--- config.mk ---
export PLATFORM = sky130hd
export DESIGN_NAME = q15_saturating_alu
export DESIGN_NICKNAME = d
export VERILOG_FILES = /design/src/hw/rtl/q15alu_pkg.sv /design/src/hw/rtl/q15alu_div.sv /design/src/hw/rtl/q15_saturating_alu.sv
export SDC_FILE = /design/constraint.sdc
export NUM_CORES = 2
export LEC_CHECK = 0
export ABC_AREA = 1
export BUFFER_PORTS_ARGS = -buffer_cell sky130_fd_sc_hd__buf_2
export CAP_MARGIN = 20
export CORE_UTILIZATION = 57
export CTS_BUF_LIST = sky130_fd_sc_hd__clkbuf_8
export CTS_CLUSTER_SIZE = 25
export DETAILED_ROUTE_END_ITERATION = 12
export GPL_ROUTABILITY_DRIVEN = 1
export PLACE_DENSITY = 0.73
export SLEW_MARGIN = 20
export SYNTH_ARGS = -nofsm -noshare
export SYNTH_HDL_FRONTEND = slang
export SYNTH_SLANG_ARGS = --single-unit
--- constraint.sdc ---
create_clock -name clock -period 37.7 [get_ports clock]
set_input_delay 1.885 -clock clock [delete_from_list [all_inputs] [get_ports clock]]
set_output_delay 1.885 -clock clock [all_outputs]
set_load 0.01 [all_outputs]
--- src/hw/rtl/q15alu_pkg.sv ---
// Shared types, constants and arithmetic helpers for the Q15 saturating ALU.
`default_nettype none

package q15alu_pkg;

   localparam int SineTableDepth = 256;
   localparam int SineIndexWidth = $clog2(SineTableDepth);
   localparam int SineHalfDepth = SineTableDepth / 2;
   localparam int SineQuarterDepth = SineTableDepth / 4;
   localparam int QuarterEntries = SineQuarterDepth + 1;
   localparam int QuarterIndexWidth = SineIndexWidth - 1;

   localparam int DivSteps = 15;
   localparam int PipeDepth = DivSteps + 2;
   localparam int LaneDepth = DivSteps - 1;

   localparam int ReqDataWidth = 104;
   localparam int RspDataWidth = 16;

   localparam logic signed [15:0] Q15Max = 16'sh7fff;
   localparam logic signed [15:0] Q15Min = 16'sh8000;
   localparam logic signed [15:0] CosOffset = 16'sh4000;

   typedef enum logic [3:0] {
      FuncSin    = 4'd0,
      FuncCos    = 4'd1,
      FuncMul    = 4'd2,
      FuncMac    = 4'd3,
      FuncQ30Mul = 4'd4,
      FuncAdd    = 4'd5,
      FuncSub    = 4'd6,
      FuncNeg    = 4'd7,
      FuncShr    = 4'd8,
      FuncShl    = 4'd9,
      FuncSquare = 4'd10,
      FuncDot2   = 4'd11,
      FuncDiv    = 4'd12
   } q15alu_func_type;

   typedef struct packed {
      logic signed [15:0] result;
      logic               dz;
      logic               use_quot;
      logic               neg;
   } q15alu_lane_type;

   localparam logic [15:0] QuarterSine [QuarterEntries] = '{
      16'd0,     16'd804,   16'd1607,  16'd2410,  16'd3211,  16'd4011,  16'd4808,  16'd5602,
      16'd6392,  16'd7179,  16'd7961,  16'd8739,  16'd9512,  16'd10278, 16'd11039, 16'd11793,
      16'd12539, 16'd13278, 16'd14010, 16'd14732, 16'd15446, 16'd16151, 16'd16846, 16'd17530,
      16'd18204, 16'd18868, 16'd19519, 16'd20159, 16'd20787, 16'd21403, 16'd22005, 16'd22594,
      16'd23170, 16'd23732, 16'd24279, 16'd24812, 16'd25330, 16'd25832, 16'd26319, 16'd26790,
      16'd27245, 16'd27684, 16'd28106, 16'd28511, 16'd28898, 16'd29269, 16'd29621, 16'd29956,
      16'd30273, 16'd30572, 16'd30852, 16'd31114, 16'd31357, 16'd31581, 16'd31785, 16'd31971,
      16'd32138, 16'd32285, 16'd32413, 16'd32521, 16'd32610, 16'd32679, 16'd32728, 16'd32758,
      16'd32768
   };

   function automatic logic signed [15:0] sat16(input logic signed [31:0] x);
      logic signed [15:0] r;
      if (x > 32'sd32767) begin
         r = Q15Max;
      end else if (x < -32'sd32768) begin
         r = Q15Min;
      end else begin
         r = x[15:0];
      end
      return r;
   endfunction

   function automatic logic signed [15:0] q15_round(input logic signed [31:0] p);
      logic signed [32:0] t;
      t = 33'(p) + 33'sd16384;
      return sat16(32'($signed(t[32:15])));
   endfunction

   function automatic logic signed [15:0] sine_lookup(
      input logic [SineIndexWidth-1:0] idx
   );
      logic [QuarterIndexWidth-1:0] pos;
      logic [QuarterIndexWidth-1:0] k;
      logic [15:0]                  mag;
      logic signed [15:0]           r;
      pos = idx[QuarterIndexWidth-1:0];
      if (pos <= QuarterIndexWidth'(SineQuarterDepth)) begin
         k = pos;
      end else begin
         k = QuarterIndexWidth'(SineIndexWidth'(SineHalfDepth) - {1'b0, pos});
      end
      mag = QuarterSine[k];
      if (!idx[SineIndexWidth-1]) begin
         r = (mag == 16'h8000) ? Q15Max : $signed(mag);
      end else begin
         r = $signed(16'd0 - mag);
      end
      return r;
   endfunction

endpackage

`default_nettype wire

--- src/hw/rtl/q15alu_div.sv ---
// Pipelined restoring divider producing one quotient bit per stage.
`default_nettype none

module q15alu_div (
   input  wire logic                              clock,
   input  wire logic                              enable,
   input  wire logic [q15alu_pkg::DivSteps-1:0]   num,
   input  wire logic [15:0]                       den,
   output logic      [q15alu_pkg::DivSteps-1:0]   quot
);

   localparam int Steps = q15alu_pkg::DivSteps;

   logic [15:0]      rem_ff [Steps];
   logic [15:0]      den_ff [Steps];
   logic [Steps-1:0] quo_ff [Steps];
   logic [15:0]      rem_in [Steps];
   logic [15:0]      den_in [Steps];
   logic [Steps-1:0] quo_in [Steps];

   always_comb begin
      logic [15:0]      rem_prev;
      logic [15:0]      den_prev;
      logic [Steps-1:0] quo_prev;
      logic [16:0]      trial;
      for (int k = 0; k < Steps; k++) begin
         if (k == 0) begin
            rem_prev = {{(16 - Steps){1'b0}}, num};
            den_prev = den;
            quo_prev = '0;
         end else begin
            rem_prev = rem_ff[k-1];
            den_prev = den_ff[k-1];
            quo_prev = quo_ff[k-1];
         end
         trial = {rem_prev, 1'b0} - {1'b0, den_prev};
         if (trial[16]) begin
            rem_in[k] = {rem_prev[14:0], 1'b0};
         end else begin
            rem_in[k] = trial[15:0];
         end
         den_in[k] = den_prev;
         quo_in[k] = {quo_prev[Steps-2:0], ~trial[16]};
      end
   end

   always_ff @(posedge clock) begin
      if (enable) begin
         for (int k = 0; k < Steps; k++) begin
            rem_ff[k] <= rem_in[k];
            den_ff[k] <= den_in[k];
            quo_ff[k] <= quo_in[k];
         end
      end
   end

   assign quot = quo_ff[Steps-1];

endmodule

`default_nettype wire

--- src/hw/rtl/q15_saturating_alu.sv ---
// Top level of the pipelined Q15 saturating ALU.
//
//  Channel | Direction | Handshake             | Contents
//  req     | in        | req_tvalid/req_tready | opcode in tuser, operands in tdata
//  rsp     | out       | rsp_tvalid/rsp_tready | result in tdata, divide-by-zero in tuser
//
// One transaction is accepted every cycle while the output stage is not stalled.
// The latency is set by the 15-stage divider pipeline that every operation walks beside.
// Reset clears only the stage valid bits; no result is pending after reset.
// When the output stage holds a result that is not taken, every stage holds.
`default_nettype none

module q15_saturating_alu (
   input  wire logic                                 clock,
   input  wire logic                                 reset,
   input  wire logic                                 req_tvalid,
   output logic                                      req_tready,
   // func[3:0]
   input  wire logic [3:0]                           req_tuser,
   // operand_a[15:0], operand_b[31:16], operand_c[47:32], operand_d[63:48],
   // coefficient[95:64], shift_amount[101:96], zero fill[103:102]
   input  wire logic [q15alu_pkg::ReqDataWidth-1:0]  req_tdata,
   output logic                                      rsp_tvalid,
   input  wire logic                                 rsp_tready,
   // divide_by_zero[0]
   output logic                                      rsp_tuser,
   // result[15:0]
   output logic      [q15alu_pkg::RspDataWidth-1:0]  rsp_tdata
);

   localparam int Depth = q15alu_pkg::PipeDepth;
   localparam int Lanes = q15alu_pkg::LaneDepth;
   localparam int Steps = q15alu_pkg::DivSteps;

   logic                      advance;
   logic [Depth-1:0]          vld_ff;
   logic [Depth-1:0]          vld_in;

   logic signed [15:0]        op_a;
   logic signed [15:0]        op_b;
   logic signed [15:0]        op_c;
   logic signed [15:0]        op_d;
   logic signed [31:0]        op_coef;
   logic signed [5:0]         op_sh;
   logic signed [15:0]        mul_rhs;

   // First stage: products and magnitudes.
   logic [3:0]                func_s1_ff;
   logic signed [15:0]        a_s1_ff;
   logic signed [15:0]        b_s1_ff;
   logic signed [5:0]         sh_s1_ff;
   logic signed [31:0]        prod_ab_s1_ff;
   logic signed [31:0]        prod_cd_s1_ff;
   logic signed [47:0]        prod_cb_s1_ff;
   logic [15:0]               mag_a_s1_ff;
   logic [15:0]               mag_b_s1_ff;

   // Second stage: rounded products and the early result.
   logic [3:0]                func_s2_ff;
   logic signed [15:0]        a_s2_ff;
   logic signed [18:0]        q30_s2_ff;
   logic signed [15:0]        mul_ab_s2_ff;
   logic signed [15:0]        mul_cd_s2_ff;
   q15alu_pkg::q15alu_lane_type lane_s2_ff;
   logic signed [18:0]        q30_s2_in;
   logic signed [15:0]        mul_ab_s2_in;
   q15alu_pkg::q15alu_lane_type lane_s2_in;

   q15alu_pkg::q15alu_lane_type lane_ff [Lanes];
   q15alu_pkg::q15alu_lane_type lane_s3_in;

   logic [Steps-1:0]          quot;
   logic signed [15:0]        out_result_ff;
   logic                      out_dz_ff;
   logic signed [15:0]        out_result_in;

   assign op_a    = req_tdata[15:0];
   assign op_b    = req_tdata[31:16];
   assign op_c    = req_tdata[47:32];
   assign op_d    = req_tdata[63:48];
   assign op_coef = req_tdata[95:64];
   assign op_sh   = req_tdata[101:96];

   assign advance    = !vld_ff[Depth-1] || rsp_tready;
   assign req_tready = advance;

   always_comb begin
      vld_in = {vld_ff[Depth-2:0], req_tvalid};
   end

   always_ff @(posedge clock) begin
      if (reset) begin
         vld_ff <= '0;
      end else if (advance) begin
         vld_ff <= vld_in;
      end
   end

   assign mul_rhs = (req_tuser == q15alu_pkg::FuncSquare) ? op_a : op_b;

   always_ff @(posedge clock) begin
      if (advance) begin
         func_s1_ff    <= req_tuser;
         a_s1_ff       <= op_a;
         b_s1_ff       <= op_b;
         sh_s1_ff      <= op_sh;
         prod_ab_s1_ff <= 32'(op_a) * 32'(mul_rhs);
         prod_cd_s1_ff <= 32'(op_c) * 32'(op_d);
         prod_cb_s1_ff <= 48'(op_coef) * 48'(op_b);
         mag_a_s1_ff   <= op_a[15] ? 16'd0 - op_a : op_a;
         mag_b_s1_ff   <= op_b[15] ? 16'd0 - op_b : op_b;
      end
   end

   always_comb begin
      logic signed [48:0] q30_wide;
      logic signed [30:0] shl_wide;
      logic signed [15:0] angle;
      logic               sh_none;
      logic               sh_big;
      logic               div_zero;
      logic               div_ovf;
      logic               div_neg;
      q30_wide     = 49'(prod_cb_s1_ff) + 49'sd536870912;
      q30_s2_in    = $signed(q30_wide[48:30]);
      mul_ab_s2_in = q15alu_pkg::q15_round(prod_ab_s1_ff);
      shl_wide     = 31'(a_s1_ff) <<< sh_s1_ff[3:0];
      angle        = a_s1_ff + q15alu_pkg::CosOffset;
      sh_none      = sh_s1_ff[5] || (sh_s1_ff == 6'sd0);
      sh_big       = !sh_s1_ff[5] && (sh_s1_ff[4:0] >= 5'd15);
      div_zero     = (b_s1_ff == 16'sd0);
      div_ovf      = (mag_a_s1_ff >= mag_b_s1_ff);
      div_neg      = a_s1_ff[15] ^ b_s1_ff[15];
      lane_s2_in   = '0;
      case (func_s1_ff)
         q15alu_pkg::FuncSin: begin
            lane_s2_in.result = q15alu_pkg::sine_lookup(a_s1_ff[15:8]);
         end
         q15alu_pkg::FuncCos: begin
            lane_s2_in.result = q15alu_pkg::sine_lookup(angle[15:8]);
         end
         q15alu_pkg::FuncMul, q15alu_pkg::FuncSquare: begin
            lane_s2_in.result = mul_ab_s2_in;
         end
         q15alu_pkg::FuncQ30Mul: begin
            lane_s2_in.result = q15alu_pkg::sat16(32'(q30_s2_in));
         end
         q15alu_pkg::FuncAdd: begin
            lane_s2_in.result = q15alu_pkg::sat16(32'(a_s1_ff) + 32'(b_s1_ff));
         end
         q15alu_pkg::FuncSub: begin
            lane_s2_in.result = q15alu_pkg::sat16(32'(a_s1_ff) - 32'(b_s1_ff));
         end
         q15alu_pkg::FuncNeg: begin
            lane_s2_in.result = q15alu_pkg::sat16(32'sd0 - 32'(a_s1_ff));
         end
         q15alu_pkg::FuncShr: begin
            if (sh_none) begin
               lane_s2_in.result = a_s1_ff;
            end else if (sh_big) begin
               lane_s2_in.result = a_s1_ff[15] ? -16'sd1 : 16'sd0;
            end else begin
               lane_s2_in.result = a_s1_ff >>> sh_s1_ff[3:0];
            end
         end
         q15alu_pkg::FuncShl: begin
            if (sh_none) begin
               lane_s2_in.result = a_s1_ff;
            end else if (sh_big) begin
               lane_s2_in.result = 16'sd0;
            end else begin
               lane_s2_in.result = q15alu_pkg::sat16(32'(shl_wide));
            end
         end
         q15alu_pkg::FuncDiv: begin
            lane_s2_in.dz = div_zero;
            if (div_zero) begin
               lane_s2_in.result = a_s1_ff[15] ? q15alu_pkg::Q15Min : q15alu_pkg::Q15Max;
            end else if (div_ovf) begin
               lane_s2_in.result = div_neg ? q15alu_pkg::Q15Min : q15alu_pkg::Q15Max;
            end else begin
               lane_s2_in.use_quot = 1'b1;
               lane_s2_in.neg      = div_neg;
            end
         end
         default: begin
            lane_s2_in.result = 16'sd0;
         end
      endcase
   end

   always_ff @(posedge clock) begin
      if (advance) begin
         func_s2_ff   <= func_s1_ff;
         a_s2_ff      <= a_s1_ff;
         q30_s2_ff    <= q30_s2_in;
         mul_ab_s2_ff <= mul_ab_s2_in;
         mul_cd_s2_ff <= q15alu_pkg::q15_round(prod_cd_s1_ff);
         lane_s2_ff   <= lane_s2_in;
      end
   end

   always_comb begin
      lane_s3_in = lane_s2_ff;
      case (func_s2_ff)
         q15alu_pkg::FuncMac: begin
            lane_s3_in.result = q15alu_pkg::sat16(32'(q30_s2_ff) + 32'(a_s2_ff));
         end
         q15alu_pkg::FuncDot2: begin
            lane_s3_in.result = q15alu_pkg::sat16(32'(mul_ab_s2_ff) + 32'(mul_cd_s2_ff));
         end
         default: begin
            lane_s3_in = lane_s2_ff;
         end
      endcase
   end

   always_ff @(posedge clock) begin
      if (advance) begin
         lane_ff[0] <= lane_s3_in;
         for (int i = 1; i < Lanes; i++) begin
            lane_ff[i] <= lane_ff[i-1];
         end
      end
   end

   q15alu_div u_div (
      .clock  (clock),
      .enable (advance),
      .num    (mag_a_s1_ff[Steps-1:0]),
      .den    (mag_b_s1_ff),
      .quot   (quot)
   );

   always_comb begin
      if (lane_ff[Lanes-1].use_quot) begin
         if (lane_ff[Lanes-1].neg) begin
            out_result_in = $signed(16'd0 - {1'b0, quot});
         end else begin
            out_result_in = $signed({1'b0, quot});
         end
      end else begin
         out_result_in = lane_ff[Lanes-1].result;
      end
   end

   always_ff @(posedge clock) begin
      if (advance) begin
         out_result_ff <= out_result_in;
         out_dz_ff     <= lane_ff[Lanes-1].dz;
      end
   end

   assign rsp_tvalid = vld_ff[Depth-1];
   assign rsp_tdata  = out_result_ff;
   assign rsp_tuser  = out_dz_ff;

endmodule

`default_nettype wire
==> summary.md <==
| Metric | Value |
|---|---|
| Register area share after synthesis | `0.3377` |
| Hold Path Depth | `0` |
| Routability cong. | `0.9419` |
| PortBufs | `128` |
| CTS tree | `yes` |
| Worst Reg-to-Reg Cells | `22` |
| Slew HR | `0.2236` |
| Initial Utilization | `0.5740` |
| Cts repair resizes | `0` |
| Final cell count without fillers | `12960` |
| Warnings, synthesis | `0` |
| Final net count | `12360` |
| Top FF cell, synth | `edfxtp_1` |
| Ys async rst share | `0` |
| Layout cells sized above 1 | `0.05030` |
| Die X | `412.4 um` |
| Setup TNS | `0 ps` |
| Cts hold-fix bufs | `0` |
| Final setup viols | `0` |
| Postcts setup bufs | `0` |
| Register bit count reported by yosys | `1085` |
| Critical path fanouts, max | `20` |
| M1 WL | `92.45 mm` |
| Tmin final | `9101 ps` |
| Clk slew on worst S/H paths | `70 ps` |
| Gr usage total | `0.2761` |
| Synth Net Count | `12350` |
| Hold/Removal Path Class | `register to register` |
| Die area | `0.1700 mm^2` |
| Met2 wire len | `114.7 mm` |
| CP required | `38290 ps` |
| First-pass GRT wire length | `371.6 mm` |
| P&R area growth vs syn | `5.898%` |
| RSZ-0062 raised after global routing | `no` |
| Row count | `150` |
| Synth area leaders | `edfxtp_1 33%, fa_1 21%, nand2_1 9.0%, inv_1 8.4%, ha_1 7.8%` |
| Clk root buf | `clkbuf_8` |
| CP Capture Type | `register` |
| Placed insts | `12650` |
| Slew Limit Fails | `0` |
| Critical path's largest stage delay | `620 ps` |
| Mapped Area | `0.09598 mm^2` |
| Post-DP HPWL | `177.8 mm` |
| Via count | `70570` |
| CP Launch Type | `primary input` |
| Skew final | `52.41 ps` |
| WL final | `230.9 mm` |
| Die height | `412.4 um` |
| Via density | `5.445` |
| Synth top area share | `0.3341` |
| Top layer in use | `met4` |
| Metal3 WL | `14.82 mm` |
| IO Pins | `131` |
| Post-synth EDFFs | `1068` |
| Filler Cells Inserted | `14020` |
| Starting DRC count in detailed routing | `5445` |
| Slew @ Worst Pin | `1160 ps` |
| Slowest CP cell | `o21ai_0` |
| Initial antenna violation count | `2` |
| Vias in the first global route | `72200` |
| Achievable Freq | `0.1099 GHz` |
| Inserted Clock Buffers | `173` |
| Synth area leader | `edfxtp_1` |
| Number of remaining DRC errors | `0` |
| Yosys cell types | `64` |
| Pin count of the biggest net entering global routing | `186` |
| Number of max-cap violations | `0` |
| Period Utilization, post-route | `0.2414` |
| Arrival time at the worst endpoint | `9690 ps` |
| Pre-antenna DRT Iters | `6` |
| CTS HTree Levels | `4` |
| Outcome | `completed` |
| Gr ovfl total | `0` |
| Syn Inst Count | `10610` |
| Antenna Nets Post-Route | `0` |
| Final Hold Fails | `0` |
| Core area | `0.1672 mm^2` |
| Clock buffer depth | `3` |
| Clock Sinks | `1085` |
| DR WL/cell | `17.81 um` |
| Worst Setup Path Type | `primary input to register` |
| Clock insertion delay at the later pin of the skew report | `890 ps` |
| Syn avg cell area | `9.045 um^2` |
sequential cells by signal (all words and copies together), names as in the netlist, 6 cells and up:
name / count
u_div.den_ff: 224
rsp_tdata: 16
mag_b_s1_ff: 15
lane_s2_ff: 19
u_div.quo_ff: 120
q30_s2_ff: 19
mul_cd_s2_ff: 16
sh_s1_ff: 6
u_div.rem_ff: 224
a_s1_ff: 16
vld_ff: 17
b_s1_ff: 16
prod_ab_s1_ff: 18
prod_cd_s1_ff: 18
lane_ff: 266
a_s2_ff: 16
prod_cb_s1_ff: 19
mag_a_s1_ff: 15
mul_ab_s2_ff: 16
worst paths after layout:
kind | startpoint | to | slack, ps
hold / removal | lane_ff[0][59]$_DFFE_PP_ | lane_ff[0][78]$_DFFE_PP_ | 400
setup / recovery | req_tuser[3] | prod_ab_s1_ff[31]$_DFFE_PP_ | 28600
setup reg to reg | a_s1_ff[8]$_DFFE_PP_ | lane_s2_ff[17]$_DFFE_PP_ | 32450
hold reg to reg | lane_ff[0][59]$_DFFE_PP_ | lane_ff[0][78]$_DFFE_PP_ | 400
cells by family after synthesis:
logic type / Yosys count / share of synthesized area
and+or+nand+nor: 3636 / 0.1561
AOI/OAI and AO/OA: 1300 / 0.07374
adders and majority gates: 1626 / 0.2921
DFF: 1085 / 0.3377
muxes: 11 / 0.001147
buffers and inverters: 2543 / 0.1017
xor gates and xnor gates: 411 / 0.03750
cell usage in the layout (no fill, tap or decap), drive strengths merged, types with 11 or more instances in the layout:
master and n:
xnor2 174, nor4 21, nand4 65, ha 601
mux2i 11, o21ai 477, a31oi 28, inv 2245
fa 1025, o21a 17, buf 185, or2 31
o31ai 18, clkinv 72, xor2 237, o211ai 18
nand2 2324, nand3 381, a21oi 609, a21o 25
dfxtp 17, a211oi 17, nor3 72, a21boi 34
nand3b 21, clkbuf 173, nor2 711, edfxtp 1068
o21bai 25
cell type report:
| cell class | count | area, um^2 | area share |
|---|---|---|---|
| Antenna cell | 2 | 5.005 | 0.00004924 |
| Timing Repair Buffer | 185 | 1101 | 0.01083 |
| Clock buffer | 173 | 2381 | 0.02343 |
| Sequential cell | 1085 | 32410 | 0.3189 |
| Inverter | 2194 | 8248 | 0.08115 |
| Tap cell | 2204 | 2758 | 0.02713 |
| Multi-Input combinational cell | 6984 | 53820 | 0.5295 |
| Clock inverter | 135 | 920.9 | 0.009060 |
routing by layer:
| metal | vias up | global-route usage |
|---|---|---|
| li1 | 33430 | - |
| met1 | 34210 | 0.3487 |
| met2 | 2398 | 0.4801 |
| met3 | 530 | 0.03723 |
| met4 | 0 | 0.1075 |
| met5 | - | 0 |
cells in the mapped netlist, types with 18 or more instances:
master,count
buf_2,41
fa_1,1025
buf_1,27
ha_1,601
nand4_1,63
nor2_1,683
a21boi_0,34
a21o_1,25
inv_2,20
inv_1,2152
nand3b_1,21
o21ai_1,43
clkinv_1,20
nor2_2,18
buf_4,22
xor2_1,237
o211ai_1,18
edfxtp_1,1068
xnor2_1,174
nor4_1,21
o21ai_0,428
nand2_2,24
a31oi_1,28
nor3_1,71
or2_2,29
a21oi_1,608
o21bai_1,25
nand3_1,370
nand2_1,2291
clkbuf_1,248
stage by stage:
stage | setup slack (ps) | hold WS (ps) | instance area (um^2) | util
floorplan | 4741 | 400.3 | 95980 | -
global placement | 27860 | 400.1 | 98310 | 0.5879
detailed placement | 27800 | 404.5 | 98310 | 0.5879
CTS | 28750 | 400.5 | 101600 | 0.6076
global route | 28220 | 411.7 | 101600 | 0.6078
finish | 28600 | 403.2 | 101600 | 0.6078
worst max-delay path, delay by kind of cell:
| family | cells | cell delay [ps] |
|---|---|---|
| adders and majority gates | 7 | 3320 |
| AOI/OAI and AO/OA | 5 | 1700 |
| buffers and inverters | 8 | 1440 |
| and+or+nand+nor | 10 | 1210 |
| xor gates and xnor gates | 1 | 110 |
Power is not shown: default switching activity piles up to over one toggle a cycle in this logic, so the estimate is an artifact.
